[src/itf_pkg.sv]
// shared types and constants of the tilt fusion block
// no dependencies
package itf_pkg;

    typedef struct packed {
        logic signed [15:0] accel_x;
        logic signed [15:0] accel_y;
        logic signed [15:0] accel_z;
        logic signed [15:0] gyro_x;
        logic signed [15:0] gyro_y;
        logic signed [15:0] gyro_z;
    } t_in;

    typedef struct packed {
        logic signed [15:0] tilt_x;
        logic signed [15:0] tilt_y;
        logic        [15:0] accel_magnitude;
    } t_out;

    localparam int DIV_NUM_W = 48;
    localparam int DIV_DEN_W = 18;
    localparam int DIV_BITS_PER_CYCLE = 4;

    typedef struct packed {
        logic                        start;
        logic signed [DIV_NUM_W-1:0] dividend;
        logic signed [DIV_DEN_W-1:0] divisor;
    } t_div_req;

    typedef struct packed {
        logic                        done;
        logic signed [DIV_NUM_W-1:0] quotient;
    } t_div_rsp;

    localparam int QUEUE_DEPTH = 2;
    localparam int DEADBAND_W = 15;
    localparam logic [DEADBAND_W-1:0] DEADBAND_RESET = 15'd6;

    localparam logic signed [31:0] GRAVITY_RESET = 32'sd8192;
    localparam logic signed [17:0] MAG_DIV = 18'sd6724;
    localparam logic signed [32:0] RATE_MUL = 33'sd25;
    localparam logic signed [17:0] RATE_DIV = 18'sd142;
    localparam logic signed [32:0] TILT_MUL = 33'sd100;
    localparam logic signed [17:0] TILT_DIV = 18'sd143;
    localparam logic signed [32:0] SQRT_SCALE = 33'sd181;
    localparam logic [15:0] ATAN_BASE_NEG = 16'h4b66;
    localparam logic [15:0] ATAN_BASE_POS = 16'h1922;
    localparam logic signed [32:0] ATAN_K1 = 33'sh0648;
    localparam logic signed [32:0] ATAN_K2 = 33'sh1f6a;
    localparam logic [14:0] SQRT_TOP_BIT = 15'h4000;

    localparam logic [9:0] WEIGHT_NEAR = 10'd300;
    localparam logic [9:0] WEIGHT_MID = 10'd400;
    localparam logic [9:0] WEIGHT_FAR = 10'd600;
    localparam logic [9:0] WEIGHT_EDGE = 10'd800;

endpackage

[src/itf_front.sv]
// input stage: takes a sample beat and zeroes gyro rates inside the deadband
// depends on itf_pkg
module itf_front (
    input  logic                                i_clk,
    input  logic                                i_rst_n,
    input  logic                                i_valid,
    output logic                                o_ready,
    input  itf_pkg::t_in                        i_data,
    input  logic [itf_pkg::DEADBAND_W-1:0]      i_deadband,
    output logic                                o_job_valid,
    output itf_pkg::t_in                        o_job,
    input  logic                                i_job_ready
);

    logic         r_valid;
    itf_pkg::t_in r_job;
    itf_pkg::t_in n_job;

    function automatic logic signed [15:0] gate(input logic signed [15:0] g,
                                                input logic [itf_pkg::DEADBAND_W-1:0] db);
        logic [16:0] mag;
        mag = g[15] ? 17'(-17'(g)) : 17'(g);
        return (mag > {2'b00, db}) ? g : 16'sd0;
    endfunction

    always_comb begin
        n_job = i_data;
        n_job.gyro_x = gate(i_data.gyro_x, i_deadband);
        n_job.gyro_y = gate(i_data.gyro_y, i_deadband);
        n_job.gyro_z = gate(i_data.gyro_z, i_deadband);
    end

    assign o_ready = !r_valid || i_job_ready;
    assign o_job_valid = r_valid;
    assign o_job = r_job;

    always_ff @(posedge i_clk) begin
        if (!i_rst_n) begin
            r_valid <= 1'b0;
        end else begin
            if (i_valid && o_ready) begin
                r_valid <= 1'b1;
                r_job <= n_job;
            end else if (i_job_ready) begin
                r_valid <= 1'b0;
            end
        end
    end

endmodule

[config.mk]
export PLATFORM = sky130hd
export DESIGN_NAME = itf_front
export DESIGN_NICKNAME = d
export VERILOG_FILES = /design/src/itf_pkg.sv /design/src/itf_front.sv
export SDC_FILE = /design/constraint.sdc
export NUM_CORES = 1
export LEC_CHECK = 0
export BUFFER_PORTS_ARGS = -buffer_cell sky130_fd_sc_hd__clkbuf_2
export CAP_MARGIN = 5
export CORE_ASPECT_RATIO = 0.5
export CORE_UTILIZATION = 49
export DETAILED_ROUTE_END_ITERATION = 8
export HOLD_SLACK_MARGIN = 0.08
export PLACE_DENSITY = 0.8
export SETUP_SLACK_MARGIN = 0.02
export SLEW_MARGIN = 20
export SYNTH_ARGS = -nofsm -noshare
export SYNTH_HDL_FRONTEND = slang
export SYNTH_SLANG_ARGS = --single-unit
[constraint.sdc]
create_clock -name i_clk -period 3.92 [get_ports i_clk]
set_input_delay 0.588 -clock i_clk [delete_from_list [all_inputs] [get_ports i_clk]]
set_output_delay 0.588 -clock i_clk [all_outputs]
set_load 0.02 [all_outputs]
Word level (Yosys, flattened, before mapping):

Cells that the tools add are included.
Widths: inputs -> output; s select.

* reduce and logical (&&, ||, !) cells: 5
* multiplexer cells: 5
* add/sub/neg operators: 3
* $lt $le $gt $ge: 3

Operator list (count)
* $gt 17x15->1: 3
* $mux 17: 3
* $neg 16->17: 3
* $mux 1: 2
* $reduce_and 2->1: 1
* $reduce_bool 2->1: 1
* $logic_and 1x1->1: 1
* $logic_not 1->1: 1
* $logic_or 1x1->1: 1

* output and inout bits: 98
* register bits after elaboration: 97
* bits of input ports: 115
* word-level logic and storage cells: 23

Logic depth before layout (Yosys ltp):

* word-level depth: 4
* depth in mapped cells: 13
* gate-level depth less buffers: 12

Worst setup path before layout:

No wires, ideal clock.

* kind: input to register
* start point: input port i_job_ready
* end point: register r_job (netlist bit o_job[0]), enable pin
* arrival: 3.147 ns
* buffers on the path: 0
* stages: 2
* data required time: 3.454 ns
* slack: 0.307 ns
* library setup time: 0.466 ns
* cell sequence: nand2b_1 -> and3_1

* longest elaborated chain between the ends: 3

Ends and longest elaborated chain
* start: declaration: RTL line itf_front.sv:12 `input logic i_job_ready`
* $logic_or 1x1->1: RTL line itf_front.sv:33 `assign o_ready = !r_valid || i_job_ready;`
* $logic_and 1x1->1: RTL line itf_front.sv:41 `if (i_valid && o_ready) begin`
* $reduce_and 2->1 (no source line)
* end signal: assignment: RTL line itf_front.sv:43 `r_job <= n_job;`
* end: declaration: RTL line itf_front.sv:16 `itf_pkg::t_in r_job;`

Every way passes these cells.
A chain may end at the register's enable or synchronous reset.

Worst setup path in the final report:

* start point: input port i_data[16] (netlist name)
* end point: register r_job (netlist bit o_job[31]) (data pin)

* longest elaborated chain between the ends: 3

Ends and longest elaborated chain
* start: declaration: RTL line itf_front.sv:8 `input itf_pkg::t_in i_data,`
* $neg 16->17: RTL line itf_front.sv:22 `mag = g[15] ? 17'(-17'(g)) : 17'(g);`
* $mux 17 *: RTL line itf_front.sv:22
* $gt 17x15->1 *: RTL line itf_front.sv:23 `return (mag > {2'b00, db}) ? g : 16'sd0;`

Every way passes the cells marked *; elsewhere a longest branch is shown, timed or not.

==> results by group <==
Run status
  – Status: complete, no violations

Place
  – DP HPWL: 9820 um
  – Placer Congestion: ~0.81
  – Port Buffers: 212

Routing
  – 1st-iter DRT viols: 287
  – ANT nets after route: 0
  – Drt wl/cell: 15.9 um
  – Routed WL: 12700 um
  – DR vias/cell: roughly 5.2
  – Via Count: 4140
  – DRC Markers: 0
  – Drt pass-1 iters: 4

Synth
  – Yosys reg bits: 97
  – Post-synth EDFFs: 96
  – Synth Flop Type: edfxtp_1
  – Synth Cell Area: 5270 um2
  – Synthesized instance count: 432
  – Synthesized net count: 595
  – Area leader, netlist: edfxtp_1
  – FFs w/ async S/R, synth: 0%
  – Warnings, synthesis: 0
  – Syn avg cell area: 12.2 um2
  – Leading post-synthesis cells by cell area: edfxtp_1 55%, ha_1 11%, xnor2_1 6.5%, nand2_1 2.8%, and3_1 2.0%
  – Post-synthesis sequential area ratio: 55.1%
  – Yosys cell types: 46
  – Area fraction of the dominant cell type after synthesis: 54.7%

Layout
  – Nets@finish: 813
  – Final core area utilization: 65.7%
  – Most frequent cells in the layout: 212 x clkbuf_2, 96 x edfxtp_1, 48 x ha_1, 40 x nand2_1, 39 x xnor2_1
  – Most common library cell in the layout ignoring fill and taps: clkbuf_2
  – Layout cells sized above 1: 37.3%
  – Storage cell area: 2900 um2
  – Diode count: 0
  – Multi-input gate area: 2250 um2
  – Layout area overhead: 28.9%
  – # fillers: 869

STA
  – Final setup skew: 8.37 ps
  – Slew Limit Headroom: 48.9%
  – Final hold vios: 0
  – Max Clk Rate: 293 MHz
  – Fin crit period: 3410 ps
  – Setup Viol. Count Final: 0
  – Slew of the pin with the lowest slew margin: 764 ps
  – Final Max Tran Viols: 0
  – RSZ-0062 raised after global routing: false
  – Final Cycle Share: 87.1%

CTS
  – CTS sink count: 97
  – Post_cts resized: 0
  – Hold buffer count at CTS: 0
  – Clk_lat worst skew: 350 ps
  – Clock Path Buffers: 2
  – Clock transition at path regs: 80 ps
  – Number of CTS-inserted buffers: 9
  – Postcts setup bufs: 0
  – CTS tree: yes
  – Clk Tree Root Cell: clkbuf_16
  – H-tree depth: 3

Floorplan
  – Core area: 10300 um2
  – Area of the die: 11200 um2
  – Rows: 26
  – Die height: ~75 um
  – # IOs: 213
  – Die Wd: approximately 150 um
  – Initial Util: 51.0%

Worst setup path
  – Worst EP required: 4030 ps
  – WP data arrival: 3520 ps
  – Startpoint Class: input port
  – Nature of the critical path endpoint: register
  – Max FO, Critical Path: 16
  – Worst Setup Path Type: in -> reg

GRT
  – First-pass GRT wire length: 18700 um
  – GRT overflow: 0
  – Largest net degree at the start of global routing: 43
  – Initial antenna violation count: 0
  – Gr usage total: 22.2%
  – Vias in the first global route: roughly 3800

Power and ir drop
  – Power after layout: 2.66 mW
  – PwrDens: 391 nW/um2
  – Peak supply drop: 0.000184 V
  – Lkg Pwr: 3.03 nW

Min path
  – Hold Crit Class: in -> reg

Run
  – # Max-Cap Violations: 0
==> where the power goes <==
group	internal, mW	total, mW	switching (mW)
Sequential	1.22	1.23	0.0140
Clock	0.463	0.883	0.420
Combinational	0.218	0.545	0.327
==> synthesized netlist by cell type, types with 2 or more instances <==
library cell / n
nor2_1: 20
buf_2: 3
xnor2_1: 39
o31ai_1: 10
nand4_1: 7
and3_1: 17
or4_1: 3
a21o_1: 4
nor3_1: 8
clkbuf_1: 4
a31oi_1: 2
or3_4: 2
or3_1: 2
inv_1: 24
o21a_1: 9
edfxtp_1: 96
nor4_1: 4
o21ai_0: 17
ha_1: 48
nand2_1: 40
a21oi_1: 18
nand2b_1: 7
nand3_1: 6
o41ai_1: 6
or4_4: 3
and2_1: 13
==> routing by layer <==
layer  track usage (%)  vias to the layer above  wire length [um]
li1                  -                     2048                 -
met1              28.7                     1948              5570
met2              38.0                      123              6190
met3              4.31                       21               655
met4              8.36                        0               233
met5                 0                        -                 0
==> metrics by stage <==
stage                     hold slack, ps  TNS (ps)  instance area (um2)  setup WS, ps  std cells
after floorplan                      687         0                 5270           307        432
after global placement               526         0                 6490           176        779
after detailed placement             538     -61.6                 6490         -26.3        779
after CTS                            400         0                 6790           329        795
after global routing                 397         0                 6800           340        795
final                                408         0                 6800           507        795
==> flip-flops by register name, summed over array words and instances (netlist names) <==
signal	cells
o_job	96
o_job_valid	1
==> worst paths after layout <==
kind                    start          end  slack, ps  cells past startpoint
hold / removal     i_data[89]    o_job[89]        410                      1
hold reg to reg   o_job_valid  o_job_valid        540                      2
setup / recovery   i_data[16]    o_job[31]        510                     13
setup reg to reg  o_job_valid    o_job[24]       2090                      3
==> worst max-delay path: stages <==
cell and delay [ps]:
clkbuf_2 110, inv_1 90, ha_1 160, nand2_1 80
or4_1 520, o41ai_1 340, xnor2_1 170, ha_1 260
nand4_1 150, nor2_1 70, o31a_1 130, or4_4 590
a32o_1 280
==> area by class of cell <==
class | count | share of cell area (%)
multi-input cells | 303 | 33.1
flip-flops and latches | 97 | 42.7
inverters | 24 | 1.33
clock inverters | 6 | 0.829
repair buffers | 215 | 15.9
well taps | 140 | 2.58
clock buffers | 10 | 3.52
==> cell families after synthesis <==
group | count (synthesis) | share of synthesized area (%)
simple gates | 140 | 14.5
fa+ha+maj | 48 | 11.4
xor+xnor | 39 | 6.48
buf+inv | 32 | 2.49
flops | 97 | 55.1
compound gates | 76 | 10.0
(Power assumes the default switching activity.)
