--- config.mk ---
export PLATFORM = sky130hd
export DESIGN_NAME = itf_queue
export DESIGN_NICKNAME = d
export VERILOG_FILES = /design/src/itf_pkg.sv /design/src/itf_queue.sv
export SDC_FILE = /design/constraint.sdc
export NUM_CORES = 1
export LEC_CHECK = 0
export ABC_CLOCK_PERIOD_IN_PS = 4800
export BUFFER_PORTS_ARGS = -buffer_cell sky130_fd_sc_hd__buf_2
export CAP_MARGIN = 30
export CORE_MARGIN = 4
export CORE_UTILIZATION = 47
export CTS_BUF_LIST = sky130_fd_sc_hd__clkbuf_16
export DETAILED_ROUTE_END_ITERATION = 16
export MAX_ROUTING_LAYER = met4
export PLACE_DENSITY = 0.81
export SETUP_SLACK_MARGIN = 0.1
export SYNTH_ARGS = -nofsm -noshare
export SYNTH_HDL_FRONTEND = slang
export SYNTH_SLANG_ARGS = --single-unit
--- constraint.sdc ---
create_clock -name i_clk -period 4.8 [get_ports i_clk]
set_input_delay 0.48 -clock i_clk [delete_from_list [all_inputs] [get_ports i_clk]]
set_output_delay 0.48 -clock i_clk [all_outputs]
set_load 0.005 [all_outputs]
--- src/itf_pkg.sv ---
// shared types and constants of the tilt fusion block
// no dependencies
package itf_pkg;

    typedef struct packed {
        logic signed [15:0] accel_x;
        logic signed [15:0] accel_y;
        logic signed [15:0] accel_z;
        logic signed [15:0] gyro_x;
        logic signed [15:0] gyro_y;
        logic signed [15:0] gyro_z;
    } t_in;

    typedef struct packed {
        logic signed [15:0] tilt_x;
        logic signed [15:0] tilt_y;
        logic        [15:0] accel_magnitude;
    } t_out;

    localparam int DIV_NUM_W = 48;
    localparam int DIV_DEN_W = 18;
    localparam int DIV_BITS_PER_CYCLE = 4;

    typedef struct packed {
        logic                        start;
        logic signed [DIV_NUM_W-1:0] dividend;
        logic signed [DIV_DEN_W-1:0] divisor;
    } t_div_req;

    typedef struct packed {
        logic                        done;
        logic signed [DIV_NUM_W-1:0] quotient;
    } t_div_rsp;

    localparam int QUEUE_DEPTH = 2;
    localparam int DEADBAND_W = 15;
    localparam logic [DEADBAND_W-1:0] DEADBAND_RESET = 15'd6;

    localparam logic signed [31:0] GRAVITY_RESET = 32'sd8192;
    localparam logic signed [17:0] MAG_DIV = 18'sd6724;
    localparam logic signed [32:0] RATE_MUL = 33'sd25;
    localparam logic signed [17:0] RATE_DIV = 18'sd142;
    localparam logic signed [32:0] TILT_MUL = 33'sd100;
    localparam logic signed [17:0] TILT_DIV = 18'sd143;
    localparam logic signed [32:0] SQRT_SCALE = 33'sd181;
    localparam logic [15:0] ATAN_BASE_NEG = 16'h4b66;
    localparam logic [15:0] ATAN_BASE_POS = 16'h1922;
    localparam logic signed [32:0] ATAN_K1 = 33'sh0648;
    localparam logic signed [32:0] ATAN_K2 = 33'sh1f6a;
    localparam logic [14:0] SQRT_TOP_BIT = 15'h4000;

    localparam logic [9:0] WEIGHT_NEAR = 10'd300;
    localparam logic [9:0] WEIGHT_MID = 10'd400;
    localparam logic [9:0] WEIGHT_FAR = 10'd600;
    localparam logic [9:0] WEIGHT_EDGE = 10'd800;

endpackage

--- src/itf_queue.sv ---
// short queue between the input stage and the compute sequencer
// depends on itf_pkg
module itf_queue #(
    parameter int DEPTH = itf_pkg::QUEUE_DEPTH
) (
    input  logic         i_clk,
    input  logic         i_rst_n,
    input  logic         i_push_valid,
    output logic         o_push_ready,
    input  itf_pkg::t_in i_push,
    output logic         o_pop_valid,
    output itf_pkg::t_in o_pop,
    input  logic         i_pop_ready
);

    localparam int PW = (DEPTH > 1) ? $clog2(DEPTH) : 1;
    localparam int CW = $clog2(DEPTH + 1);

    itf_pkg::t_in   r_mem [DEPTH];
    logic [PW-1:0]  r_wr;
    logic [PW-1:0]  r_rd;
    logic [CW-1:0]  r_cnt;
    logic           push;
    logic           pop;

    assign o_push_ready = (r_cnt != CW'(DEPTH));
    assign o_pop_valid = (r_cnt != '0);
    assign o_pop = r_mem[r_rd];
    assign push = i_push_valid && o_push_ready;
    assign pop = o_pop_valid && i_pop_ready;

    always_ff @(posedge i_clk) begin
        if (!i_rst_n) begin
            r_wr <= '0;
            r_rd <= '0;
            r_cnt <= '0;
        end else begin
            if (push) begin
                r_mem[r_wr] <= i_push;
                r_wr <= (r_wr == PW'(DEPTH - 1)) ? '0 : r_wr + 1'b1;
            end
            if (pop) begin
                r_rd <= (r_rd == PW'(DEPTH - 1)) ? '0 : r_rd + 1'b1;
            end
            if (push && !pop) begin
                r_cnt <= r_cnt + 1'b1;
            end else if (pop && !push) begin
                r_cnt <= r_cnt - 1'b1;
            end
        end
    end

endmodule

== Word-level counts from Yosys, hierarchy flattened ==
Memory sizes are Yosys's and may differ from the RTL's. A register that Yosys moved wholly into a read port is not among the register bits.
Cells that the tools add are included.

* Bits in registers: 4
* RAM bits: 192
* Bits of input ports: 100
* Output and inout bits: 98
* Logic and storage cells: 26
* Memories kept: 1

{| class="wikitable"
|+ Memories
! memory !! words !! width !! rd ports !! clocked after Yosys merged registers in !! wr ports !! line !! RTL
|-
| r_mem || 2 || 96 || 1 || 1 || 1 || itf_queue.sv:19 || <nowiki>itf_pkg::t_in r_mem [DEPTH];</nowiki>
|}

* Add/sub/neg operators: 4
* Equal/unequal tests: 1
* Muxes and demuxes: 9
* Reductions and logical operators: 8

{| class="wikitable"
|+ Operator list
! kind !! count
|-
| $mux W1 || 7
|-
| $logic_and A1 B1 Y1 || 4
|-
| $mux W2 || 2
|-
| $reduce_bool A2 Y1 || 2
|-
| $add A1 B1 Y1 const B || 2
|-
| $add A2 B1 Y2 const B || 1
|-
| $logic_not A1 Y1 || 2
|-
| $ne A2 B2 Y1 const B || 1
|-
| $sub A2 B1 Y2 const B || 1
|}

== Longest topological paths before layout ==
Gate-level depths: netlist of run 1.

* Depth in word-level cells: 6
* Gate-level depth with buffers: 6
* Mapped depth without buffers: 6

== Least setup slack after synthesis of run 1 ==
OpenSTA, ideal clock, no wires.

* Path kind: register to register
* Start point: register r_cnt[0]
* End point: memory r_mem[0][0] (netlist bit) (enable)
* Setup time: 0.552 ns
* Data arrival time: 4.640 ns
* Data required time: 4.248 ns
* Path slack: -0.391 ns
* Cell stages (with the launch flop): 5
* Path buffers: 0
* Clock period less this slack: 5.191 ns
* Cell sequence: dfxtp_1 > nor2b_1 > inv_1 > nand3_1 > nor2_1

* Cells in the longest elaborated chain, start to end: 5

{| class="wikitable"
|+ Ends and longest elaborated chain
! item !! line !! RTL
|-
| start, declared || itf_queue.sv:22 || <nowiki>logic [CW-1:0] r_cnt;</nowiki>
|-
| start signal, assigned || itf_queue.sv:46 || <nowiki>r_cnt <= r_cnt + 1'b1;</nowiki>
|-
| start signal, assigned || itf_queue.sv:48 || <nowiki>r_cnt <= r_cnt - 1'b1;</nowiki>
|-
| $ne A2 B2 Y1 || itf_queue.sv:26 || <nowiki>assign o_push_ready = (r_cnt != CW'(DEPTH));</nowiki>
|-
| via o_push_ready || itf_queue.sv:9 || <nowiki>output logic o_push_ready,</nowiki>
|-
| $logic_and A1 B1 Y1 || itf_queue.sv:29 || <nowiki>assign push = i_push_valid && o_push_ready;</nowiki>
|-
| $mux W1 || itf_queue.sv:38 || <nowiki>if (push) begin</nowiki>
|-
| $mux W1 || itf_queue.sv:33 || <nowiki>if (!i_rst_n) begin</nowiki>
|-
| $mux W1 (implied by the code) || itf_queue.sv:39 || <nowiki>r_mem[r_wr] <= i_push;</nowiki>
|-
| end, declared || itf_queue.sv:19 ||
|}

The timed path passes the listed nets, and every way through them passes these cells.

==> metrics.md, run 1 <==
| Metric | Value |
|---|---|
| Critical path class | flop to output pin |
| Postcts setup bufs | 0 |
| Fin cells | 761 |
| Final core occ | 0.5989 |
| Placed insts | about 730 |
| Pre-Repair DR Iteration Count | 4 |
| Final Max Slew Viols | 0 |
| # diodes | 0 |
| Max-Cap Viols | 0 |
| Most frequent cells in the layout | 197 x buf_2, 192 x edfxtp_1, 56 x mux2_2 |
| CTS buffer count | 17 |
| Final wirelength | approximately 13 mm |
| Min cycle time layout | 2647 ps |
| Grt ovf | 0 |
| Total Routing Usage GR | 0.1574 |
| CTS tree | yes |
| Post-route ant nets | 0 |
| # IOs | approximately 200 |
| Worst Skew | roughly 12 ps |
| H-tree depth | 4 |
| Yosys warns | 0 |
| IO buf count | 197 |
| Area used by multi-input combinational logic | between 1000 and 1500 um2 |
| CP Data Arrival Time | between 2000 and 2500 ps |
| Vias | around 3700 |
| Clock root cell | clkbuf_16 |
| FF+latch count, synth | ~200 |
| Vias in the first global route | about 4000 |
| F_max | 377.8 MHz |
| Final GP Congestion | 0.7180 |
| Row count | 45 |
| Hold-fix buffers, CTS | 0 |
| Peak supply drop | approximately 0.00028 V |
| Total core area | roughly 15000 um2 |
| Fillers | between 1000 and 1500 |
| Synthesized netlist cell count | roughly 330 |
| 1st-iter DRT viols | ~150 |
| Clock slew at reported path FFs | approximately 70 ps |
| Worst setup SP type | flop |
| Final hold violations | 0 |
| DRC Markers | 0 |
| DPL Wire Length | just under 9 mm |
| Worst-Skew Late Latency | ~420 ps |
| Relative slew slack | 0.5721 |
| Via density | 4.865 |
| Die ar. | about 18000 um2 |
| RSZ-0062 raised after global routing | no |
| Synth unique cells | 20 |
| Register area | 5869 um2 |
| Initial Utilization | 0.4799 |
| Final period util | 0.5515 |
| Routed len/inst | roughly 17 um |
| Static leakage | 3.447 nW |
| Seq/Total Area, Yosys | 0.8011 |
| Crit path capture type | output pin |
| P&R area growth vs syn | 24.79% |
| Die Y | 132.8 um |
| Status | finished clean |
| Cell Area, Placed | between 8000 and 9000 um2 |
| Layout net count | about 640 |
| Least-Margin Pin Slew | ~640 ps |
| Worst-case reg-to-reg path depth | 5 |
| Syn Area/Cell | between 20 and 25 um2 |
| Most common cell after layout, fill and taps aside | buf_2 |
| PD cells | 482.3 nW/um2 |
| Post-synthesis instance area | 7322 um2 |
| Hold slack | between 200 and 250 ps |
| Pin count of the biggest net entering global routing | just under 50 |
| Die W | 132.8 um |
| Post-Syn Nets | about 430 |
| Ratio of cells with drive above 1 in the final layout | 0.6055 |
| Clock sink count | between 150 and 200 |
| Setup violations, final | 0 |
| Worst hold-check path type | input pin to flop |
| Worst Path Max Fanout | roughly 40 |
| Worst Path Required | between 4000 and 5000 ps |
| Initial antenna violation count | 0 |
| WHS Path Cells | 1 |
| Finished Cell Area | just over 9000 um2 |
| Resized cells post-CTS | 0 |
| First-pass GRT wire length | between 20 and 25 mm |
| Longest Clk Path Bufs | 2 |
| Setup TNS | 0 ps |
[power by group]
part / internal, mW / total, mW / switching, mW
sequential: 2.05 / 2.12 / 0.0735
clock: 0.773 / 1.38 / 0.604
combinational: 0.510 / 0.911 / 0.401
[layout make-up]
class                           count  area share
Clock buffer                       17     0.04656
Clock inverter                     15     0.01671
Inverter                            2   0.0008216
Multi-Input combinational cell    116      0.1505
Sequential cell                   197      0.6423
Tap cell                          211     0.02889
Timing Repair Buffer              203      0.1142
[cells by family (layout without fill, tap and decap cells)]
kind of cell,count (synthesis),after routing,synth area share
AO/OA/AOI/OAI,5,5,0.004100
XOR/XNOR,3,3,0.003589
adder cells (fa/ha/maj),1,1,0.001709
buffers and inverters,13,237,0.01282
flip-flops,197,197,0.8011
multiplexers,96,96,0.1681
AND/OR/NAND/NOR,11,11,0.008545
[critical path, cell delays in order (launching register included)]
cell	delay, ps
dfxtp_4	600
buf_4	550
mux2_2	420
buf_2	130
[through the flow]
stage	power (mW)	setup WS, ps
after floorplan	2.742	1230
after global placement	3.050	2327
after detailed placement	3.077	2412
after CTS	4.457	2096
after global routing	4.616	2012
final	4.407	2153
[final timing paths]
kind                            startpoint            to  slack [ps]
worst max register to register    r_cnt[0]  r_mem[1][82]        2520
worst min register to register    r_cnt[1]      r_cnt[1]         570
worst min-delay path            i_push[29]  r_mem[0][29]         240
worst max-delay path                  flop     o_pop[33]        2150
[cells in the mapped netlist (all sizes together)]
cell type	n	share of area
edfxtp	192	0.79
mux2	96	0.17
buf	11	0.012
dfxtp	5	0.014
and2	3	0.0026
o21ai	3	0.0020
a21boi	2	0.0020
inv	2	0.0010
nor2	2	0.0010
or3	2	0.0017
xnor2	2	0.0024
and3	1	0.00085
ha	1	0.0017
nand3	1	0.00068
nor2b	1	0.00085
or2	1	0.00085
xor2	1	0.0012
[sequential cells by signal, indices dropped and copies added (netlist names), named ones only]
signal,cells
r_mem,192
r_wr,1
r_rd,1
r_cnt,2
[routing by layer]
metal	up-vias	global-route usage	part of all wire
met3	16	0.05475	0.065
met5	-	-	0
met1	1827	0.1834	0.40
met2	145	0.2587	0.52
met4	0	0.04792	0.014
li1	1714	-	-
Power figures use the tool's default switching activity.
==> run 2, diff against run 1 <==
--- a/config.mk
+++ b/config.mk
@@ -5,7 +5,8 @@
 export SDC_FILE = /design/constraint.sdc
 export NUM_CORES = 1
 export LEC_CHECK = 0
-export ABC_CLOCK_PERIOD_IN_PS = 4800
+export ABC_AREA = 1
+export ABC_CLOCK_PERIOD_IN_PS = 2200
 export BUFFER_PORTS_ARGS = -buffer_cell sky130_fd_sc_hd__buf_2
 export CAP_MARGIN = 30
 export CORE_MARGIN = 4
@@ -13,7 +14,7 @@
 export CTS_BUF_LIST = sky130_fd_sc_hd__clkbuf_16
 export DETAILED_ROUTE_END_ITERATION = 16
 export MAX_ROUTING_LAYER = met4
-export PLACE_DENSITY = 0.81
+export PLACE_DENSITY = 0.8
 export SETUP_SLACK_MARGIN = 0.1
 export SYNTH_ARGS = -nofsm -noshare
 export SYNTH_HDL_FRONTEND = slang
==> constraint.sdc (replaced) <==
create_clock -name i_clk -period 2.2 [get_ports i_clk]
set_input_delay 0.22 -clock i_clk [delete_from_list [all_inputs] [get_ports i_clk]]
set_output_delay 0.22 -clock i_clk [all_outputs]
set_load 0.005 [all_outputs]
==> metrics.md, run 2 <==
| Metric | Value |
|---|---|
| Worst Path Max Fanout | 29 (-29%) |
| Top-count cell post-synth | edfxtp_1 |
| Total core area | 15260 um2 (unchanged) |
| Most flops, register | r_mem |
| Synth unique cells | 18 (-10%) |
| Peak supply drop | 0.0005920 V (+110%) |
| Initial Utilization | 0.4832 (+0.003362) |
| Clock slew at reported path FFs | 70 ps (about the same) |
| Seq/Total Area, Yosys | 0.7955 (-0.005574) |
| Final core occ | 0.6686 (+0.06978) |
| # IOs | 198 (unchanged) |
| Max FFs per register | 192 (unchanged) |
| Most common cell after layout, fill and taps aside | buf_2 |
| CTS tree | yes |
| Crit path capture type | output pin |
| Number of synthesized flops with an enable pin | 192 (unchanged) |
| Final period util | 0.9079 |
| Cell Area, Placed | 8653 um2 (+1.1%) |
| Least-Margin Pin Slew | 402.9 ps (-239.0 ps) |
| Post-synth ARST share | 0 (unchanged) |
| Top cells by count, synth | 192 x edfxtp_1, 56 x mux2_2, 40 x mux2_4 |
| F_max | between 500 and 600 MHz |
| Ratio of cells with drive above 1 in the final layout | 0.5121 (-0.09333) |
| Layout net count | 748 (+17%) |
| Pre-CTS WS | 595.8 ps (-1816 ps) |
| Worst setup SP type | flop |
| Via density | 4.751 (-2.3%) |
| Worst Path Required | 1980 ps (-2340 ps) |
| Row count | 45 (unchanged) |
| Total Routing Usage GR | 0.1794 (+0.02203) |
| PD cells | 945.6 nW/um2 (+96%) |
| Worst Skew | 11.82 ps (-0.06040 ps) |
| CTS buffer count | 17 (unchanged) |
| Longest Clk Path Bufs | 2 (unchanged) |
| Relative slew slack | 0.7314 (+0.1593) |
| Critical path class | flop to output pin |
| Top area cells in the synthesized netlist | edfxtp_1 78%, mux2_2 8.6%, mux2_4 8.1% |
| Synth Flop Type | edfxtp_1 |
| DRC Markers | 0 (unchanged) |
| Synth top area share | 0.7819 (-0.005478) |
| # diodes | 0 (unchanged) |
| RSZ-0062 raised after global routing | no |
| Postcts setup bufs | 0 (unchanged) |
| Post-synthesis instance area | 7373 um2 (+0.70%) |
| HP Start | i_rst_n |
| Status | finished clean |
| FF+latch count, synth | 197 (unchanged) |
| Vias | 4138 (+12%) |
| Post-route ant nets | 0 (unchanged) |
| Static leakage | 3.924 nW (+14%) |
| Clock sink count | 197 (unchanged) |
| Cell taking the most area after synthesis | edfxtp_1 |
| Pin count of the biggest net entering global routing | 69 (+41%) |
| Hold slack | 78.34 ps (-163.2 ps) |
| First-pass GRT wire length | 23.74 mm (+14%) |
| Final GP Congestion | 0.7410 (+3.2%) |
| Post-Syn Nets | 438 (+2.6%) |
| Min cycle time layout | between 1500 and 2000 ps |
| Routed len/inst | 17.49 um (+1.6%) |
| Final hold violations | 0 (unchanged) |
| Die Y | 133.3 um (+0.33%) |
| Clock root cell | clkbuf_16 |
| DPL Wire Length | 9.245 mm (+4.0%) |
| Syn Area/Cell | 21.88 um2 (-2.6%) |
| Die ar. | 17760 um2 (+0.66%) |
| Most frequent cells in the layout | 197 x buf_2, 192 x edfxtp_1, 96 x dlygate4sd3_1 |
| Setup violations, final | 0 (unchanged) |
| Vias in the first global route | 4572 (+13%) |
| Grt ovf | 0 (unchanged) |
| Initial antenna violation count | 0 (unchanged) |
| Synthesized netlist cell count | 337 (+3.4%) |
| 1st-iter DRT viols | 229 (+58%) |
| Die W | 133.3 um (+0.33%) |
| Largest registers | r_mem: 192 flops, r_cnt: 2 flops |
| Final wirelength | 15.23 mm (+16%) |
| Worst hold-check path type | input pin to flop |
| Final Max Slew Viols | 0 (unchanged) |
| Max-Cap Viols | 0 (unchanged) |
| Finished Cell Area | 10200 um2 (+12%) |
| CP Data Arrival Time | 1780 ps (-390 ps) |
| Pre-Repair DR Iteration Count | 4 (unchanged) |
| RR Startpoint | r_cnt[0] |
| H-tree depth | 4 (unchanged) |
| Yosys warns | 0 (unchanged) |
| Worst-Skew Late Latency | 420 ps (about the same) |
| Post-layout total power | 9.648 mW (+120%) |
| Final worst slack | 202.6 ps (-1950 ps) |
| IO buf count | 197 (unchanged) |
| P&R area growth vs syn | 38.37% |
## run 2: cell types whose count changed in the layout (fill, tap and decap cells not counted), sizes merged, moves of 2 or more
cell         previous run  this run
a21boi                  2         0
a21oi                   0         2
and2                    3         0
buf                   203       206
clkinv                  4         7
dlygate4sd3             0        96
inv                     9        13
nand2                   0        11
nor2                    2         5
o21ai                   3         1
or3                     2         0
xnor2                   2         0
## run 2: layer usage
layer / routed length [um] / track usage
met2: 7980 / 0.3078
met3: 951 / 0.05249
met4: 269 / 0.05714
met1: 6031 / 0.2037
met5: 0 / -
## run 2: cell type report
cell class	count	area, um2
sequential	197	5871
clock buffer	17	425.4
tap	211	264.0
inverter	9	33.78
fill	983	5056
timing repair buffer	302	2077
multi-input combinational	120	1369
clock inverter	15	162.7
## run 2: power breakdown
group,switching [mW],total [mW],internal [mW]
combinational,0.889,2.00,1.11
clock,1.26,3.04,1.78
sequential,0.137,4.61,4.47
## run 2: logic make-up (layout without fill, tap and decap cells)
| family | Yosys count | after routing | synth area share |
|---|---|---|---|
| flip-flops | 197 | 197 | 0.7955 |
| AO/OA/AOI/OAI | 4 | 4 | 0.003054 |
| adder cells (fa/ha/maj) | 1 | 1 | 0.001697 |
| multiplexers | 96 | 96 | 0.1670 |
| AND/OR/NAND/NOR | 19 | 19 | 0.01035 |
| buffers and inverters | 20 | 343 | 0.02240 |
## run 2: critical path, stage by stage (launching register included)
cell     delay [ps]
dfxtp_4         560
buf_12          270
mux2_2          370
buf_2           130
## run 2: repair_timing
| action | 4_1_cts | 5_1_grt |
|---|---|---|
| gates resized for setup | 0 | 0 |
| hold endpoints to repair | 192 | 0 |
| hold buffers | 96 | 0 |
## run 2: path summary, 6_finish.rpt
path | cells past startpoint | to | slack (ps)
max | 3 | o_pop[17] | 200
min | 3 | r_cnt[1] | 80
max reg2reg | 7 | r_mem[0][28] | 550
min reg2reg | 2 | r_wr | 480
## run 2: metrics by stage
| step | TNS [ps] | std cells |
|---|---|---|
| 4_1_cts | 0 | 871 |
| 2_1_floorplan | -134240 | 337 |
| 3_3_place_gp | 0 | 743 |
| 3_5_place_dp | 0 | 743 |
| 6_report | 0 | 871 |
| 5_1_grt | 0 | 871 |
