## config.mk

```make
export PLATFORM = sky130hd
export DESIGN_NAME = itf_div
export DESIGN_NICKNAME = d
export VERILOG_FILES = /design/src/itf_pkg.sv /design/src/itf_div.sv
export SDC_FILE = /design/constraint.sdc
export NUM_CORES = 1
export LEC_CHECK = 0
export ABC_CLOCK_PERIOD_IN_PS = 14300
export CORE_MARGIN = 4
export CORE_UTILIZATION = 45
export CTS_BUF_LIST = sky130_fd_sc_hd__clkbuf_4 sky130_fd_sc_hd__clkbuf_8
export DETAILED_ROUTE_END_ITERATION = 16
export DONT_BUFFER_PORTS = 1
export GPL_TIMING_DRIVEN = 0
export HOLD_SLACK_MARGIN = 0.12
export PLACE_DENSITY_LB_ADDON = 0.2
export SLEW_MARGIN = 20
export SYNTH_ARGS = -nofsm -noshare
export SYNTH_HDL_FRONTEND = slang
export SYNTH_SLANG_ARGS = --single-unit
```

## constraint.sdc

```tcl
create_clock -name i_clk -period 14.3 [get_ports i_clk]
set_input_delay 0.715 -clock i_clk [delete_from_list [all_inputs] [get_ports i_clk]]
set_output_delay 0.715 -clock i_clk [all_outputs]
set_load 0.01 [all_outputs]
```

## src/itf_pkg.sv

```systemverilog
// shared types and constants of the tilt fusion block
// no dependencies
package itf_pkg;

    typedef struct packed {
        logic signed [15:0] accel_x;
        logic signed [15:0] accel_y;
        logic signed [15:0] accel_z;
        logic signed [15:0] gyro_x;
        logic signed [15:0] gyro_y;
        logic signed [15:0] gyro_z;
    } t_in;

    typedef struct packed {
        logic signed [15:0] tilt_x;
        logic signed [15:0] tilt_y;
        logic        [15:0] accel_magnitude;
    } t_out;

    localparam int DIV_NUM_W = 48;
    localparam int DIV_DEN_W = 18;
    localparam int DIV_BITS_PER_CYCLE = 4;

    typedef struct packed {
        logic                        start;
        logic signed [DIV_NUM_W-1:0] dividend;
        logic signed [DIV_DEN_W-1:0] divisor;
    } t_div_req;

    typedef struct packed {
        logic                        done;
        logic signed [DIV_NUM_W-1:0] quotient;
    } t_div_rsp;

    localparam int QUEUE_DEPTH = 2;
    localparam int DEADBAND_W = 15;
    localparam logic [DEADBAND_W-1:0] DEADBAND_RESET = 15'd6;

    localparam logic signed [31:0] GRAVITY_RESET = 32'sd8192;
    localparam logic signed [17:0] MAG_DIV = 18'sd6724;
    localparam logic signed [32:0] RATE_MUL = 33'sd25;
    localparam logic signed [17:0] RATE_DIV = 18'sd142;
    localparam logic signed [32:0] TILT_MUL = 33'sd100;
    localparam logic signed [17:0] TILT_DIV = 18'sd143;
    localparam logic signed [32:0] SQRT_SCALE = 33'sd181;
    localparam logic [15:0] ATAN_BASE_NEG = 16'h4b66;
    localparam logic [15:0] ATAN_BASE_POS = 16'h1922;
    localparam logic signed [32:0] ATAN_K1 = 33'sh0648;
    localparam logic signed [32:0] ATAN_K2 = 33'sh1f6a;
    localparam logic [14:0] SQRT_TOP_BIT = 15'h4000;

    localparam logic [9:0] WEIGHT_NEAR = 10'd300;
    localparam logic [9:0] WEIGHT_MID = 10'd400;
    localparam logic [9:0] WEIGHT_FAR = 10'd600;
    localparam logic [9:0] WEIGHT_EDGE = 10'd800;

endpackage

```

## src/itf_div.sv

```systemverilog
// shared signed divider, truncating, several quotient bits per cycle
// depends on itf_pkg; a zero divisor gives a zero quotient
module itf_div (
    input  logic              i_clk,
    input  logic              i_rst_n,
    input  itf_pkg::t_div_req i_req,
    output itf_pkg::t_div_rsp o_rsp
);

    localparam int NW = itf_pkg::DIV_NUM_W;
    localparam int DW = itf_pkg::DIV_DEN_W;
    localparam int STEPS = itf_pkg::DIV_BITS_PER_CYCLE;
    localparam int ITER = NW / STEPS;
    localparam int CW = $clog2(ITER + 1);

    logic          r_busy;
    logic          r_done;
    logic [CW-1:0] r_cnt;
    logic [DW:0]   r_rem;
    logic [NW-1:0] r_quo;
    logic [DW-1:0] r_den;
    logic          r_neg;
    logic          r_zero;
    logic [NW-1:0] r_q;

    logic [DW:0]   n_rem;
    logic [NW-1:0] n_quo;
    logic [NW-1:0] num_mag;
    logic [DW-1:0] den_mag;

    always_comb begin
        num_mag = i_req.dividend[NW-1] ? NW'(-i_req.dividend) : NW'(i_req.dividend);
        den_mag = i_req.divisor[DW-1] ? DW'(-i_req.divisor) : DW'(i_req.divisor);
        n_rem = r_rem;
        n_quo = r_quo;
        for (int k = 0; k < STEPS; k++) begin
            n_rem = {n_rem[DW-1:0], n_quo[NW-1]};
            n_quo = {n_quo[NW-2:0], 1'b0};
            if (n_rem >= {1'b0, r_den}) begin
                n_rem = n_rem - {1'b0, r_den};
                n_quo[0] = 1'b1;
            end
        end
    end

    assign o_rsp.done = r_done;
    assign o_rsp.quotient = signed'(r_q);

    always_ff @(posedge i_clk) begin
        if (!i_rst_n) begin
            r_busy <= 1'b0;
            r_done <= 1'b0;
        end else begin
            r_done <= 1'b0;
            if (i_req.start) begin
                r_busy <= 1'b1;
                r_cnt <= CW'(ITER);
                r_rem <= '0;
                r_quo <= num_mag;
                r_den <= den_mag;
                r_neg <= i_req.dividend[NW-1] ^ i_req.divisor[DW-1];
                r_zero <= (i_req.divisor == '0);
            end else if (r_busy) begin
                r_rem <= n_rem;
                r_quo <= n_quo;
                r_cnt <= r_cnt - 1'b1;
                if (r_cnt == CW'(1)) begin
                    r_busy <= 1'b0;
                    r_done <= 1'b1;
                    r_q <= r_zero ? '0 : (r_neg ? -n_quo : n_quo);
                end
            end
        end
    end

endmodule

```

## Yosys cells after proc, flatten, opt, wreduce, memory -nomap -nowiden

Cells that the tools add are included.
Widths: inputs -> output; s select.

- Register bits: 140
- Word-level logic and storage cells: 52
- Input port bits: 69
- Output and inout bits: 49

- Reduce and logical (&&, ||, !) cells: 6
- Order comparisons: 4
- Muxes and demuxes: 19
- $add $sub $neg: 8
- Bitwise gates (word level): 4
- Equal/unequal tests: 1

Operator list:

| cell | number |
|---|---|
| $mux 48 | 4 |
| $neg 48->48 | 2 |
| $mux 18 | 5 |
| $ge 19x18->1 | 4 |
| $sub 18x18->18 | 4 |
| $logic_not 18->1 | 1 |
| $neg 18->18 | 1 |
| $mux 17 | 1 |
| $mux 1 | 8 |
| $eq 4x1->1 const B | 1 |
| $mux 4 | 1 |
| $reduce_and 2->1 | 2 |
| $reduce_and 4->1 | 1 |
| $sub 4x1->4 const B | 1 |
| $not 1->1 | 3 |
| $reduce_or 3->1 | 1 |
| $reduce_bool 2->1 | 1 |
| $xor 1x1->1 | 1 |

## Longest topological paths before layout

Gate-level depths: netlist (run 1).

- Depth after elaboration: 10
- Gate-level depth with buffers: 51
- Depth with buffers taken out: 46

## Least setup slack after synthesis (run 1)

No wires, ideal clock.

- Path kind: register -> register
- Start: register r_den[4]
- End: register r_q[40], data pin
- Arrival time: 10523 ps
- Buffers on the path: 5
- Data required time: 14034 ps
- Path slack: 3512 ps
- Setup time: 266 ps
- Stages on the path, launching flop included: 49
- Clock period less this slack: 10788 ps
- Path through: edfxtp_1 > inv_1 > ha_1 > a21o_1 > or3_1 > o21ba_2 > o21ai_0 > nand2_1 > clkbuf_1 > mux2i_1 > inv_1 > ha_1 > nand3_1 > or4_4 > nor3_1 > nor3_1 > a31o_2 > o211ai_2 > [... 13 more ...] > mux2i_1 > ha_1 > nor2b_1 > o21bai_1 > nand3_1 > a31oi_1 > o21ai_0 > a221oi_1 > nand2_1 > inv_1 > buf_4 > ha_1 > nand2b_1 > nor4_1 > nand4_1 > o31ai_1 > xor2_1 > nor2_1

- Longest elaborated chain between the ends: 10
- Elaborated cells on any way between the ends: 16
- Classes of those cells: add/sub (4); order compare (4); mux (8)

RTL lines:

| element | line | text |
|---|---|---|
| from (decl) | itf_div.sv:21 | `logic [DW-1:0] r_den;` |
| from (signal assigned) | itf_div.sv:60 | `r_den <= den_mag;` |
| $sub 18x18->18 or $ge 19x18->1 (tied branches) | itf_div.sv:40, itf_div.sv:39 |  |
| $mux 18 | itf_div.sv:39 | `if (n_rem >= {1'b0, r_den}) begin` |
| $sub 18x18->18 or $ge 19x18->1 (tied branches) | itf_div.sv:40, itf_div.sv:39 |  |
| $mux 18 | itf_div.sv:39 |  |
| $sub 18x18->18 or $ge 19x18->1 (tied branches) | itf_div.sv:40, itf_div.sv:39 |  |
| $mux 18 | itf_div.sv:39 |  |
| $ge 19x18->1 | itf_div.sv:39 |  |
| $mux 1 | itf_div.sv:39 |  |
| $neg 48->48 * | itf_div.sv:70 | `r_q <= r_zero ? '0 : (r_neg ? -n_quo : n_quo);` |
| $mux 48 * | itf_div.sv:70 |  |
| to (signal assigned) | itf_div.sv:70 |  |
| to (decl) | itf_div.sv:24 | `logic [NW-1:0] r_q;` |

Mark *: on every way between the ends. The rest lies on a longest branch, timed or not.
A chain may end at the register's enable or synchronous reset.

## Final worst setup path (run 1)

- Start: register r_den[4]
- End: register r_q[36], data pin

Same word-level chain as after synthesis.

==> results of run 1 <==
logic make-up after synthesis:
family | after synthesis
AND/OR/NAND/NOR | 426
AO/OA/AOI/OAI | 393
XOR/XNOR | 160
flip-flops | 140
buffers and inverters | 114
adder cells (fa/ha/maj) | 81
multiplexers | 38
path summary, 6_finish.rpt:
path                                from        to  slack, ps  cells after the start
worst max register to register  r_den[4]   r_q[36]        710                     49
worst min register to register    r_busy    r_done        510                      2
worst max-delay path            r_den[4]   r_q[36]        710                     49
worst min-delay path            i_req[0]  r_den[0]        360                      0
per-layer routing:
layer  share of wire  up-vias  GRT usage  routed length (um)
li1                -     5102          -                   -
met1            0.44     5151     0.3502               16810
met2            0.44      497     0.3783               16800
met3           0.088       75    0.04635                3353
met4           0.033        2    0.09046                1280
met5         0.00034        -          0                  13
flip-flops by register name, indices dropped and copies added (netlist names):
signal,flops
r_done,1
r_quo,48
r_q,48
r_cnt,4
r_busy,1
r_neg,1
r_den,18
r_zero,1
r_rem,18
area by class of cell:
| cell class | count | area share |
|---|---|---|
| clock buffer | 20 | 0.01973 |
| sequential | 140 | 0.3142 |
| timing repair buffer | 10 | 0.006576 |
| multi-input combinational | 1098 | 0.5746 |
| clock inverter | 12 | 0.01588 |
| buffer | 53 | 0.01982 |
| inverter | 61 | 0.01719 |
| tap | 341 | 0.03204 |
layout by cell type (no fill, tap or decap), drive strengths merged, types with 24 or more instances in the layout:
cell type	Yosys	final
a21oi	109	109
buf	18	27
clkbuf	35	56
edfxtp	138	138
ha	77	77
inv	60	63
mux2i	24	24
nand2	103	103
nor2	154	154
nor3	26	26
o21ai	84	84
o31ai	43	43
o41ai	25	25
or3	24	24
xnor2	55	55
xor2	105	105
stage by stage:
stage	hold slack [ps]	TNS [ps]
final	359.1	0
after global routing	331.1	0
after CTS	338.7	0
after detailed placement	509.1	-2809
after global placement	474.3	-3297
after floorplan	438.7	0
timing repair:
item / in CTS / in global routing
endpoints found under the setup margin: 15 / 22
hold buffers: 0 / 0
buffers inserted: 0 / 4
resized for setup: 3 / 13
pin swaps: 0 / 2
==> results.sh, run 1 <==
export IMPL_n_fill_cell=2619
export IMPL_rows=60
export IMPL_avgSynthCellArea_sq_um=9.079
export IMPL_clock_path_buffers=2
export IMPL_synth_top_area_frac=0.3376
export IMPL_place_port_buffers=0
export IMPL_synth_nets=1502
export IMPL_worst_slack_ps=707.9
export IMPL_antenna_cells=0
export IMPL_track_usage=0.2472
export IMPL_clock_skew_final_ps=13.63
export IMPL_yosysTopAreaCell="edfxtp_1"
export IMPL_htreeDepth=4
export IMPL_synth_top_family_by_area="compound AO/OA/AOI/OAI gates"
export IMPL_gp_congestion=0.9434
export IMPL_place_ws_ps=-500.2
export IMPL_path_class="reg2reg"
export IMPL_cts_sinks=140
export IMPL_path_buf_inv=10
export IMPL_grt_pass1_wl_mm=58.48
export IMPL_ys_warn_count=0
export IMPL_postLayoutCoreUtil=0.4955
export IMPL_min_period_ps=13590
export IMPL_ys_seq_area_frac=0.3409
export IMPL_grt_pass1_vias=10270
export IMPL_cts_root_buf="clkbuf_8"
export IMPL_netlist_top_cells_area="edfxtp_1 (34%), ha_1 (7.8%), xor2_1 (7.5%), nor2_1 (4.7%), a21oi_1 (4.4%)"
export IMPL_multiInputGateArea_sq_mm=0.007652
export IMPL_post_route_period_util=0.9505
export IMPL_hold_path_class="in2reg"
export IMPL_dpl_cell_area_sq_mm=0.01277
export IMPL_postRouteAntennaNets=0
export IMPL_clkSlewWorstSetupHoldPaths_ps=80
export IMPL_num_vias=10830
export IMPL_crit_arrival_ps=13790
export IMPL_syn_inst=1352
export IMPL_worstSkewPairLatency_ps=460
export IMPL_synth_area_mux_share=0.03344
export IMPL_die_w_um=173.2
export IMPL_drt_iter0_markers=1058
export IMPL_synth_edf_count=138
export IMPL_synthXorXnorAreaFrac=0.1142
export IMPL_synthArstFlopShare=0
export IMPL_dieArea_sq_mm=0.02998
export IMPL_synthDistinctLibCells=84
export IMPL_cts_tree="done"
export IMPL_slew_headroom=0.3974
export IMPL_critPathLaunchType="flop"
export IMPL_stdcell_area_sq_mm=0.01332
export IMPL_synth_adder_area_share=0.08502
export IMPL_drive_gt1_frac=0.08895
export IMPL_dpl_hpwl_mm=29.89
export IMPL_final_cells=1735
export IMPL_cp_slowest_stage_delay_ps=560
export IMPL_synth_top_flop_cell="edfxtp_1"
export IMPL_regArea_sq_mm=0.004184
export IMPL_netlist_area_sq_mm=0.01227
export IMPL_antenna_found_initial=1
export IMPL_drt_drc_violations_left=0
export IMPL_synth_compound_area_frac=0.2159
export IMPL_wire_per_inst_um=22.05
export IMPL_place_inst=1699
export IMPL_nNetsFinal=1531
export IMPL_worstMarginPinSlew_ps=903.8
export IMPL_rsz0062_at_grt="no"
export IMPL_final_max_slew_viol_count=0
export IMPL_viasPerCell=6.240
export IMPL_cts_buffers=17
export IMPL_worstPathMaxFanout=10
export IMPL_critPathCaptureType="flop"
export IMPL_required_ps=14500
export IMPL_drt_first_pass_iters=5
export IMPL_synth_most_common_cell="nor2_1"
export IMPL_status="finished clean"
export IMPL_maxCapViolations=0
export IMPL_synth_seq_cells=140
export IMPL_slowest_stage="or4_4"
export IMPL_grt_overflow_total=0
export IMPL_die_h_um=173.2
export IMPL_fp_coreArea_sq_mm=0.02688
export IMPL_fmax_mhz=73.57
export IMPL_grt_max_degree=42
export IMPL_area_growth_pct=8.502
export IMPL_routed_wl_mm=38.26
export IMPL_cp_top_family="compound AO/OA/AOI/OAI gates"
export IMPL_yosys_area_share_simple=0.1712
export IMPL_initial_utilization=0.4567
export IMPL_critPathMostFrequentCell="ha_1"
export IMPL_setup_viol=0
export IMPL_hold_viol_final=0
export IMPL_io_pins=118
export IMPL_synth_common_cells="nor2_1 (154), edfxtp_1 (138), a21oi_1 (109), xor2_1 (105), nand2_1 (103)"
Power of run 1 is left out: the tool's default activity adds up to more than one toggle a clock period on the data nets, which glitch-free logic cannot reach.
==> run 2, diff against run 1 <==
--- a/config.mk
+++ b/config.mk
@@ -7,7 +7,7 @@
 export LEC_CHECK = 0
 export ABC_CLOCK_PERIOD_IN_PS = 14300
 export CORE_MARGIN = 4
-export CORE_UTILIZATION = 45
+export CORE_UTILIZATION = 67
 export CTS_BUF_LIST = sky130_fd_sc_hd__clkbuf_4 sky130_fd_sc_hd__clkbuf_8
 export DETAILED_ROUTE_END_ITERATION = 16
 export DONT_BUFFER_PORTS = 1
==> results.sh, run 2 (same netlist as run 1, synthesis figures left out) <==
export IMPL_track_usage=0.3618
export IMPL_worst_hold_slack_ps=340.8
export IMPL_cts_buffers=17
export IMPL_final_max_slew_viol_count=0
export IMPL_grt_max_degree=49
export IMPL_postRouteAntennaNets=0
export IMPL_slowest_stage="or4_4"
export IMPL_htreeDepth=4
export IMPL_maxCapViolations=0
export IMPL_die_h_um=143.4
export IMPL_slew_headroom=0.3503
export IMPL_hold_viol_final=0
export IMPL_fp_coreArea_sq_mm=0.01796
export IMPL_stdcell_area_sq_mm=0.01313
export IMPL_drive_gt1_frac=0.08483
export IMPL_dpl_cell_area_sq_mm=0.01264
export IMPL_worstMarginPinSlew_ps=959.4
export IMPL_area_growth_pct=6.952
export IMPL_cts_hold_fix_buffers=0
export IMPL_dieArea_sq_mm=0.02055
export IMPL_critPathLaunchType="flop"
export IMPL_gp_congestion=1.066
export IMPL_die_w_um=143.4
export IMPL_fmax_mhz=73.23
export IMPL_initial_utilization=0.6833
export IMPL_final_cell_mix="nor2_1 (154), edfxtp_1 (138), a21oi_1 (109)"
export IMPL_top_regs="r_q x48, r_quo x48"
export IMPL_grt_pass1_vias=10450
export IMPL_cts_sinks=140
export IMPL_r2r_cells=50
export IMPL_cts_tree="done"
export IMPL_antenna_found_initial=1
export IMPL_wire_per_inst_um=23.37
export IMPL_setup_viol=0
export IMPL_nNetsFinal=1528
export IMPL_use_met2=0.5270
export IMPL_drt_first_pass_iters=5
export IMPL_clock_skew_final_ps=19.56
export IMPL_grt_overflow_total=0
export IMPL_status="finished clean"
export IMPL_cp_slowest_stage_delay_ps=550
export IMPL_fin_tns_setup_ps=0
export IMPL_grt_pass1_wl_mm=57.08
export IMPL_drt_drc_violations_left=0
export IMPL_path_class="reg2reg"
export IMPL_required_ps=14510
export IMPL_met1_usage=0.5119
export IMPL_worstSkewPairLatency_ps=470
export IMPL_clock_path_buffers=2
export IMPL_crit_arrival_ps=13860
export IMPL_n_fill_cell=1378
export IMPL_drt_iter0_markers=1390
export IMPL_layout_commonest_cell="nor2_1"
export IMPL_num_vias=11180
export IMPL_rows=49
export IMPL_regArea_sq_mm=0.004184
export IMPL_critPathCaptureType="flop"
export IMPL_worstPathMaxFanout=10
export IMPL_grtUsageMet3=0.09850
export IMPL_place_port_buffers=0
export IMPL_multiInputGateArea_sq_mm=0.007662
export IMPL_cts_root_buf="clkbuf_8"
export IMPL_antenna_cells=0
export IMPL_clkSlewWorstSetupHoldPaths_ps=100
export IMPL_viasPerCell=6.901
export IMPL_dpl_hpwl_mm=28.82
export IMPL_routed_wl_mm=37.85
export IMPL_whs_path_depth=0
export IMPL_post_route_period_util=0.9549
export IMPL_hold_path_class="in2reg"
export IMPL_busiest_layer="met2"
export IMPL_io_pins=118
export IMPL_min_period_ps=13660
## run 2: changes by cell type in the layout (fill, tap and decap cells not counted), moves of 2 or more
cell       before  now
bufinv_16       5    2
clkinv_4        4    1
clkinv_8        0    2
clkbuf_4        3    0
inv_8           0    4
buf_4          12    8
## run 2: layout make-up
cell class | count | share of cell area
multi-input cells | 1098 | 0.5837
clock buffers | 17 | 0.01782
clock inverters | 15 | 0.01477
plain buffers | 53 | 0.01992
inverters | 61 | 0.01744
flip-flops and latches | 140 | 0.3187
repair buffers | 7 | 0.005814
well taps | 229 | 0.02183
## run 2: layer usage
| layer | wire length, um | up-vias |
|---|---|---|
| met5 | 19 | - |
| met4 | 1562 | 2 |
| met3 | 4765 | 113 |
| met2 | 16440 | 702 |
| met1 | 15070 | 5257 |
| li1 | - | 5105 |
## run 2: worst max-delay path, delay by kind of cell (launching register included)
family	cells	cell delay [ps]
adder cells (fa/ha/maj)	5	1660
buffers and inverters	10	2530
flip-flops	1	380
AND/OR/NAND/NOR	17	3280
AO/OA/AOI/OAI	14	4010
XOR/XNOR	1	180
multiplexers	3	1340
## run 2: what timing repair did
item	4_1_cts	5_1_grt
setup endpoints to repair	17	22
gates cloned	0	0
gates resized for setup	2	14
buffers inserted	0	1
pin swaps	0	1
## run 2: final timing paths
path / from / endpoint / slack (ps)
setup / recovery: r_den[4] / r_q[40] / 640
hold / removal: i_req[0] / r_den[0] / 340
setup reg to reg: r_den[4] / r_q[40] / 640
hold reg to reg: r_busy / r_done / 540
## run 2: per-stage QoR
stage	std cells	setup slack [ps]	util
global placement	1581	-246.7	0.6992
CTS	1619	224.2	0.7284
finish	1620	644.7	0.7308
detailed placement	1587	-282.2	0.7038
global route	1620	-13.41	0.7308
floorplan	1352	3512	-
Power of run 2 is left out for the same reason.
==> run 3, diff against run 2 <==
--- a/config.mk
+++ b/config.mk
@@ -6,11 +6,12 @@
 export NUM_CORES = 1
 export LEC_CHECK = 0
 export ABC_CLOCK_PERIOD_IN_PS = 14300
+export BUFFER_PORTS_ARGS = -buffer_cell sky130_fd_sc_hd__clkbuf_2
+export CAP_MARGIN = 0
 export CORE_MARGIN = 4
-export CORE_UTILIZATION = 67
+export CORE_UTILIZATION = 63
 export CTS_BUF_LIST = sky130_fd_sc_hd__clkbuf_4 sky130_fd_sc_hd__clkbuf_8
 export DETAILED_ROUTE_END_ITERATION = 16
-export DONT_BUFFER_PORTS = 1
 export GPL_TIMING_DRIVEN = 0
 export HOLD_SLACK_MARGIN = 0.12
 export PLACE_DENSITY_LB_ADDON = 0.2
==> results.sh, run 3 (same netlist as run 1, synthesis figures left out) <==
export IMPL_status="finished clean"
export IMPL_worstPathMaxFanout=10
export IMPL_clock_path_buffers=2
export IMPL_cts_buffers=17
export IMPL_grt_overflow_total=0
export IMPL_slowest_stage="or4_4"
export IMPL_wire_per_inst_um=21.20
export IMPL_routed_wl_mm=37.46
export IMPL_hold_end="r_den[0]"
export IMPL_fmax_mhz=72.75
export IMPL_final_cell_mix="nor2_1 (154), edfxtp_1 (138), clkbuf_2 (118)"
export IMPL_antenna_found_initial=0
export IMPL_dpl_cell_area_sq_mm=0.01325
export IMPL_track_usage=0.3398
export IMPL_cts_root_buf="clkbuf_8"
export IMPL_num_vias=11510
export IMPL_io_pins=118
export IMPL_top_regs="r_q x48, r_quo x48"
export IMPL_path_class="reg2reg"
export IMPL_worstMarginPinSlew_ps=1013
export IMPL_r2r_slack_ps=550
export IMPL_drt_drc_violations_left=0
export IMPL_crit_arrival_ps=13930
export IMPL_final_max_slew_viol_count=0
export IMPL_r2r_end="r_q[32]"
export IMPL_drt_first_pass_iters=6
export IMPL_initial_utilization=0.6475
export IMPL_drive_gt1_frac=0.1559
export IMPL_cts_sinks=140
export IMPL_slew_headroom=0.3160
export IMPL_viasPerCell=6.514
export IMPL_worstSkewPairLatency_ps=460
export IMPL_grt_pass1_vias=10680
export IMPL_hold_viol_final=0
export IMPL_postRouteAntennaNets=0
export IMPL_stdcell_area_sq_mm=0.01374
export IMPL_r2r_cells=47
export IMPL_rsz0062_at_grt="no"
export IMPL_area_growth_pct=11.97
export IMPL_grt_pass1_wl_mm=58.35
export IMPL_clock_skew_final_ps=15.41
export IMPL_antenna_cells=0
export IMPL_gp_congestion=1.060
export IMPL_cts_tree="done"
export IMPL_required_ps=14480
export IMPL_cts_hold_fix_buffers=0
export IMPL_whs_path_depth=1
export IMPL_post_route_period_util=0.9613
export IMPL_place_port_buffers=114
export IMPL_critPathLaunchType="flop"
export IMPL_grt_max_degree=48
export IMPL_rows=50
export IMPL_dpl_hpwl_mm=29.03
export IMPL_reg2reg_from="r_den[4]"
export IMPL_fp_coreArea_sq_mm=0.01896
export IMPL_maxCapViolations=0
export IMPL_holdCritStartpoint="i_req[0]"
export IMPL_drt_iter0_markers=1407
export IMPL_cp_slowest_stage_delay_ps=570
export IMPL_nNetsFinal=1644
export IMPL_clkSlewWorstSetupHoldPaths_ps=90
export IMPL_hold_path_class="in2reg"
export IMPL_min_period_ps=13750
export IMPL_die_w_um=147.6
export IMPL_setup_viol=0
export IMPL_critPathCaptureType="flop"
export IMPL_worst_hold_slack_ps=507.1
export IMPL_layout_commonest_cell="nor2_1"
export IMPL_dieArea_sq_mm=0.02178
export IMPL_htreeDepth=4
export IMPL_die_h_um=147.6
==> run 3: cell count changes in the layout (fill, tap and decap cells not counted), sizes merged <==
cell	previous run	this run
clkinv	5	4
clkbuf	53	167
bufinv	2	3
buf	24	26
==> run 3: per-stage QoR <==
step	worst slack (ps)	utilization	instances	TNS, ps
after global routing	48.41	0.7250	1767	0
final	553.9	0.7250	1767	0
after floorplan	3512	-	1352	0
after CTS	60.72	0.7232	1764	0
after global placement	-246.1	0.6948	1726	-1370
after detailed placement	-412.6	0.6989	1732	-3018
==> run 3: worst max-delay path by stage <==
| stage | startpoint | to | slack (ps) | cells after the start |
|---|---|---|---|---|
| 2_1_floorplan | r_den[4] | r_q[40] | 3510 | 48 |
| 3_3_place_gp | r_den[4] | r_q[36] | -250 | 49 |
| 3_5_place_dp | r_den[4] | r_q[36] | -410 | 49 |
| 4_1_cts | r_den[4] | r_q[36] | 60 | 49 |
| 5_1_grt | r_den[1] | r_q[26] | 50 | 47 |
| 6_report | r_den[4] | r_q[32] | 550 | 47 |
==> run 3: final cells by class <==
type | count | area, sq um
Multi-Input combinational cell | 1098 | 7647
Fill cell | 1472 | 5213
Clock inverter | 15 | 205.2
Timing Repair Buffer | 123 | 658.1
Clock buffer | 17 | 234.0
Inverter | 61 | 229.0
Sequential cell | 140 | 4184
Buffer | 53 | 260.3
Tap cell | 260 | 325.3
==> run 3: worst max-delay path: cells and delay by family, from the launching register on <==
kind	cells	cell delay, ps
buffers and inverters	9	2440
and+or+nand+nor	15	3320
AOI/OAI and AO/OA	14	4160
DFF	1	370
adders and majority gates	5	1670
muxes	3	1320
xor gates and xnor gates	1	190
==> run 3: repair_timing <==
item / CTS / global route
setup endpoints to repair: 15 / 24
gates resized for setup: 3 / 11
pin swaps: 0 / 2
setup buffers: 0 / 3
==> run 3: metal layers <==
metal  global-route usage  routed length (um)  share of wire  vias up
met4               0.1109                1119          0.030        0
met2               0.5077               16350           0.44      688
met1               0.4972               15560           0.42     5418
met5                    0                   0              0        -
met3              0.06744                4425           0.12       85
li1                     -                   -              -     5319
Power of run 3 is left out for the same reason.
